<file path="src/sv/arp_cache_with_aging_top_assert.svh">
// Assertion macros shared by the ARP cache RTL.
`ifndef ARP_CACHE_WITH_AGING_TOP_ASSERT_SVH
`define ARP_CACHE_WITH_AGING_TOP_ASSERT_SVH

// Check that the consequent holds in the same cycle as the antecedent.
`define ARPC_ASSERT_SAME(lbl, clk, rst_n, ante, cons, msg) \
	lbl: assert property (@(posedge clk) disable iff (!rst_n) (ante) |-> (cons)) \
		else $error(msg);

// Check that the consequent holds in the cycle after the antecedent.
`define ARPC_ASSERT_NEXT(lbl, clk, rst_n, ante, cons, msg) \
	lbl: assert property (@(posedge clk) disable iff (!rst_n) (ante) |=> (cons)) \
		else $error(msg);

`endif

</file>
<file path="src/sv/arpc_ram.sv">
module arpc_ram #(
	parameter int WIDTH = 8,
	parameter int DEPTH = 64,
	localparam int AW = $clog2(DEPTH)
) (
	input  logic             clk,
	input  logic             wr_en,
	input  logic [AW-1:0]    wr_addr,
	input  logic [WIDTH-1:0] wr_data,
	input  logic             rd_en,
	input  logic [AW-1:0]    rd_addr,
	output logic [WIDTH-1:0] rd_data
);

	logic [WIDTH-1:0] mem_q [DEPTH];

	// Write port
	always_ff @(posedge clk) begin
		if (wr_en) begin
			mem_q[wr_addr] <= wr_data;
		end
	end

	// Registered read port
	always_ff @(posedge clk) begin
		if (rd_en) begin
			rd_data <= mem_q[rd_addr];
		end
	end

endmodule

</file>
<file path="config.mk">
export PLATFORM = sky130hd
export DESIGN_NAME = arpc_ram
export DESIGN_NICKNAME = d
export VERILOG_FILES = /design/src/sv/arp_cache_with_aging_top_assert.svh /design/src/sv/arpc_ram.sv
export SDC_FILE = /design/constraint.sdc
export NUM_CORES = 1
export LEC_CHECK = 0
export ABC_AREA = 1
export BUFFER_PORTS_ARGS = -buffer_cell sky130_fd_sc_hd__buf_2
export CORE_MARGIN = 2
export CORE_UTILIZATION = 30
export DETAILED_ROUTE_END_ITERATION = 8
export HOLD_SLACK_MARGIN = 0.1
export RECOVER_POWER = 50
export SLEW_MARGIN = 20
export SYNTH_ARGS = -nofsm -noshare
export SYNTH_HDL_FRONTEND = slang
export SYNTH_SLANG_ARGS = --single-unit
</file>
<file path="constraint.sdc">
create_clock -name clk -period 2.74 [get_ports clk]
set_clock_uncertainty 0.1 [all_clocks]
set_input_delay 0.137 -clock clk [delete_from_list [all_inputs] [get_ports clk]]
set_output_delay 0.137 -clock clk [all_outputs]
set_load 0.02 [all_outputs]
</file>
# Yosys cells after proc, flatten, opt, wreduce, memory -nomap -nowiden
# Memory sizes are Yosys's and may differ from the RTL's. A register that Yosys moved wholly into a read port is not among the register bits.
# Cells that the tools add are included.
# classes
mul,0
bitwise,0
n_reduce_logical,0
eq_ne,0
div_mod_pow,0
n_mux,2
addsub,0
n_shift,0
order_cmp,0
# ops
cell,count
two-way mux 1 bit,2
# word_totals
mem_bits_ro,0
latchBits,0
regBits,0
inputBits,23
output_inout_bits,8
memories,1
ram_bits,512
# mem_list
memory,depth,width,read_ports,rd_clocked_by_memory_dff,wr,line,text
mem_q,64,8,1,1,1,arpc_ram.sv:15,logic [WIDTH-1:0] mem_q [DEPTH];

# Logic depth before layout (Yosys ltp)
# depth
depth_word,2
depth_mapped,12
ltp_nobuf,9

# Worst setup path after synthesis
# Ideal clock, no wire load.
# synth_path
path_type,input port to flip-flop
start,input port wr_en
end,"memory mem_q[48][0], enable pin"
arrival_time_ns,1.508
setup_ns,0.395
n_path_buf,1
setup_slack_ns,0.737
path_stages,3
cell_sequence,clkbuf_1 > nand4_1 > nor4_1
# synth_via
elab_chain_len,2
# synth_lines
element,line,text
start: declaration,arpc_ram.sv:7,"input logic wr_en,"
two-way mux 1 bit,arpc_ram.sv:19,if (wr_en) begin
two-way mux 1 bit (implied by the code),arpc_ram.sv:20,mem_q[wr_addr] <= wr_data;
end: declaration,arpc_ram.sv:15,
# No other way between the ends.

==> summary.txt <==
Status
  • Status: finished with violations
  • Failing checks: max-capacitance violations, max-slew violations

STA
  • Tcrit/Tclk final: between 90% and 100%
  • Pins Over Slew Limit: 228
  • Fin. Hold Viols: 0
  • Max Fclk: around 380 MHz
  • Min Tclk post-route: around 2.6 ns
  • Worst slew margin: -24.75%
  • Final Setup Violations: 0
  • Setup TNS: 0 ns
  • Slew @ Worst Pin: between 1.5 and 2 ns
  • RSZ-0062 raised after global routing: false
  • Hold slack: between 0.15 and 0.2 ns

Hold path
  • Worst min path class: input pin to flip-flop

Synthesis
  • Synth Area in Simple Gates: 23.09%
  • Post-synthesis mux area share: 0%
  • Syn nets: 1828
  • Syn Area/Cell: 11.87 um^2
  • Synthesized cell area: ~21000 um^2
  • Register area share after synthesis: between 70% and 80%
  • Distinct cells, synth: 15
  • Mapped Cells: ~1800
  • Yosys reg bits: 520
  • Ys Warns: 0
  • Largest family of logic cells by synthesized area: simple AND/OR/NAND/NOR gates
  • Compound-Gate Fraction of Synth Area: 0%
  • Post-synthesis adder-cell area fraction: 0%
  • XOR/XNOR Fraction of Synth Area: 0%

Route
  • Drt total wl: 55110 um
  • Vias: 14080
  • Via-per-instance ratio: between 4 and 5
  • Remaining DRCs: 0
  • Post-DRT Antenna Nets: 0
  • Drt initial violations: 1707
  • Wirelength per Cell: roughly 19 um
  • Drt pass-1 iters: 5

Setup path
  • CP required: between 2 and 3 ns
  • Crit path kind: flip-flop to flip-flop
  • Cell count of the worst reg-to-reg path: 10
  • CP Data Arrival Time: about 2.9 ns
  • Crit-path max FO: 1
  • Worst setup path startpoint: mem_q[49][4]
  • RR Startpoint: mem_q[49][4]
  • Reg-to-Reg End: rd_data[4]
  • Reg2reg setup slack: between 0.1 and 0.15 ns
  • CP endpoint kind: flip-flop
  • Worst Setup EP: rd_data[4]
  • CP Launch Type: flip-flop

Floorplanning
  • Initial Util: around 30%
  • Die height: about 270 um
  • Number of I/O pins: 31
  • Rows: between 90 and 100
  • DIE WIDTH: between 200 and 300 um
  • Die ar.: 73550 um^2
  • Core area: ~70000 um^2

Clocking
  • Clock Sinks: 520
  • Worst-Skew Late Latency: 0.60 ns
  • Clk root buf: clkbuf_16
  • Postcts setup bufs: 0
  • Clk buf depth: 3
  • CTS Buf Count: 52
  • CTS Hold Buffers Added: 13
  • Clk pin slew, worst setup/hold paths: roughly 0.070 ns
  • TritonCTS clock tree: yes
  • H-tree levels: 2
  • Resize count post-CTS: 0

Place
  • GP Congestion: about 0.9
  • DP HPWL: 33010 um
  • Port buffer count: 30
  • Placed Area: approximately 23000 um^2

Power and ir drop
  • Switch share: 22.52%
  • Combinational share of power: between 6 and 7%
  • Power Density: about 690 nW/um^2
  • Maximum VDD drop: ~0.32 mV
  • Switching power: between 3 and 4 mW
  • Pint: about 13 mW
  • Flop pwr share: between 50% and 60%
  • Clk pwr share: 41.2%
  • Leak pwr: between 8 and 9 nW

Final layout
  • Most common cell after layout, fill and taps aside: nand2_1
  • Number of diodes: 0
  • Final Cell Area: around 24000 um^2
  • Commonest non-fill, non-tap cells in the layout: nand2_1, edfxtp_1, nand3_1
  • Synthesis-to-finish area growth: 14.37%
  • Nets: 1896
  • Fill cell count: just under 7000
  • Finished Core Util: about a third
  • Fraction of layout cells with a size suffix above 1: 9.414%

Global route
  • Largest net degree at the start of global routing: 157
  • All-Layer GR Usage: ~15%
  • Vias in the first global route: roughly 14000
  • GRT overflow: 0
  • Initial antenna violation count: 3
  • First-pass GRT wire length: 84040 um

Run
  • Max-cap violation count: 5
-- logic make-up (layout without fill, tap and decap cells) --
logic type | count (synthesis) | after routing
buf+inv | 125 | 232
flops | 520 | 520
simple gates | 1160 | 1160
-- worst max-delay path, cell delays in order (launching register included) --
cell,delay [ns]
edfxtp_1,0.37
nand2_1,0.09
nand3_1,0.10
nand3_1,0.10
nand2_1,0.13
nand2_1,0.11
nand3_1,0.12
nand3_1,0.12
dlygate4sd3_1,0.55
nand2_1,0.05
dlygate4sd3_1,0.54
-- synthesized netlist by cell type --
master    count  area share [%]
nand2_1     648              11
nor2_1       56            0.98
clkbuf_1     15            0.26
buf_1        10            0.18
buf_2        37            0.86
buf_4        14            0.49
inv_6         1           0.041
buf_8         2            0.14
nand3_1     439              10
edfxtp_1    520              73
nor4_1        8            0.23
inv_2         1           0.018
inv_1        10            0.18
buf_6        35             1.8
nand4_1       9            0.26
-- routing by layer --
metal	vias to the layer above	global-route usage [%]	wire length, um
met1	6927	21.15	24080
met3	92	3.812	5311
met2	570	22.40	24510
li1	6491	-	-
met4	4	3.702	1194
met5	-	0	20
-- cell type report --
type | instances | area (um^2) | share of cell area (%)
multi-input cells | 1160 | 4946 | 20.19
clock inverters | 33 | 279.0 | 1.139
well taps | 940 | 1176 | 4.801
inverters | 12 | 52.55 | 0.2145
repair buffers | 127 | 1076 | 4.392
flip-flops and latches | 520 | 15620 | 63.74
clock buffers | 60 | 1353 | 5.521
-- how the worst min path moves through the flow --
stage	start	end	slack (ns)	cells after the start
after floorplan	wr_data[0]	mem_q[0][0]	0.14	0
after global placement	rd_en	rd_data[0]	0.44	1
after detailed placement	rd_en	rd_data[0]	0.44	1
after CTS	wr_data[2]	mem_q[28][2]	0.11	1
after global routing	wr_addr[3]	mem_q[47][0]	0.17	3
final	wr_addr[3]	mem_q[47][0]	0.15	3
-- flip-flops by register name (all words and copies together) (netlist names) --
register	cells
mem_q	512
rd_data	8
-- through the flow --
step           setup slack (ns)  std cells  power [mW]
2_1_floorplan            0.7369       1805       9.638
3_3_place_gp             0.5297       2745       10.08
3_5_place_dp             0.5287       2745       10.09
4_1_cts                  0.1300       2851       16.99
5_1_grt                 0.02139       2852       17.41
6_report                 0.1261       2852       16.90
-- power by group through the flow --
stage	clock network [mW]	registers [mW]	logic (mW)
global route	7.36	8.86	1.19
floorplan	0	9.02	0.619
detailed placement	0	9.02	1.08
global placement	0	9.02	1.06
CTS	7.05	8.85	1.10
finish	6.96	8.86	1.09
Note: power is estimated with default switching activity, not from simulation.
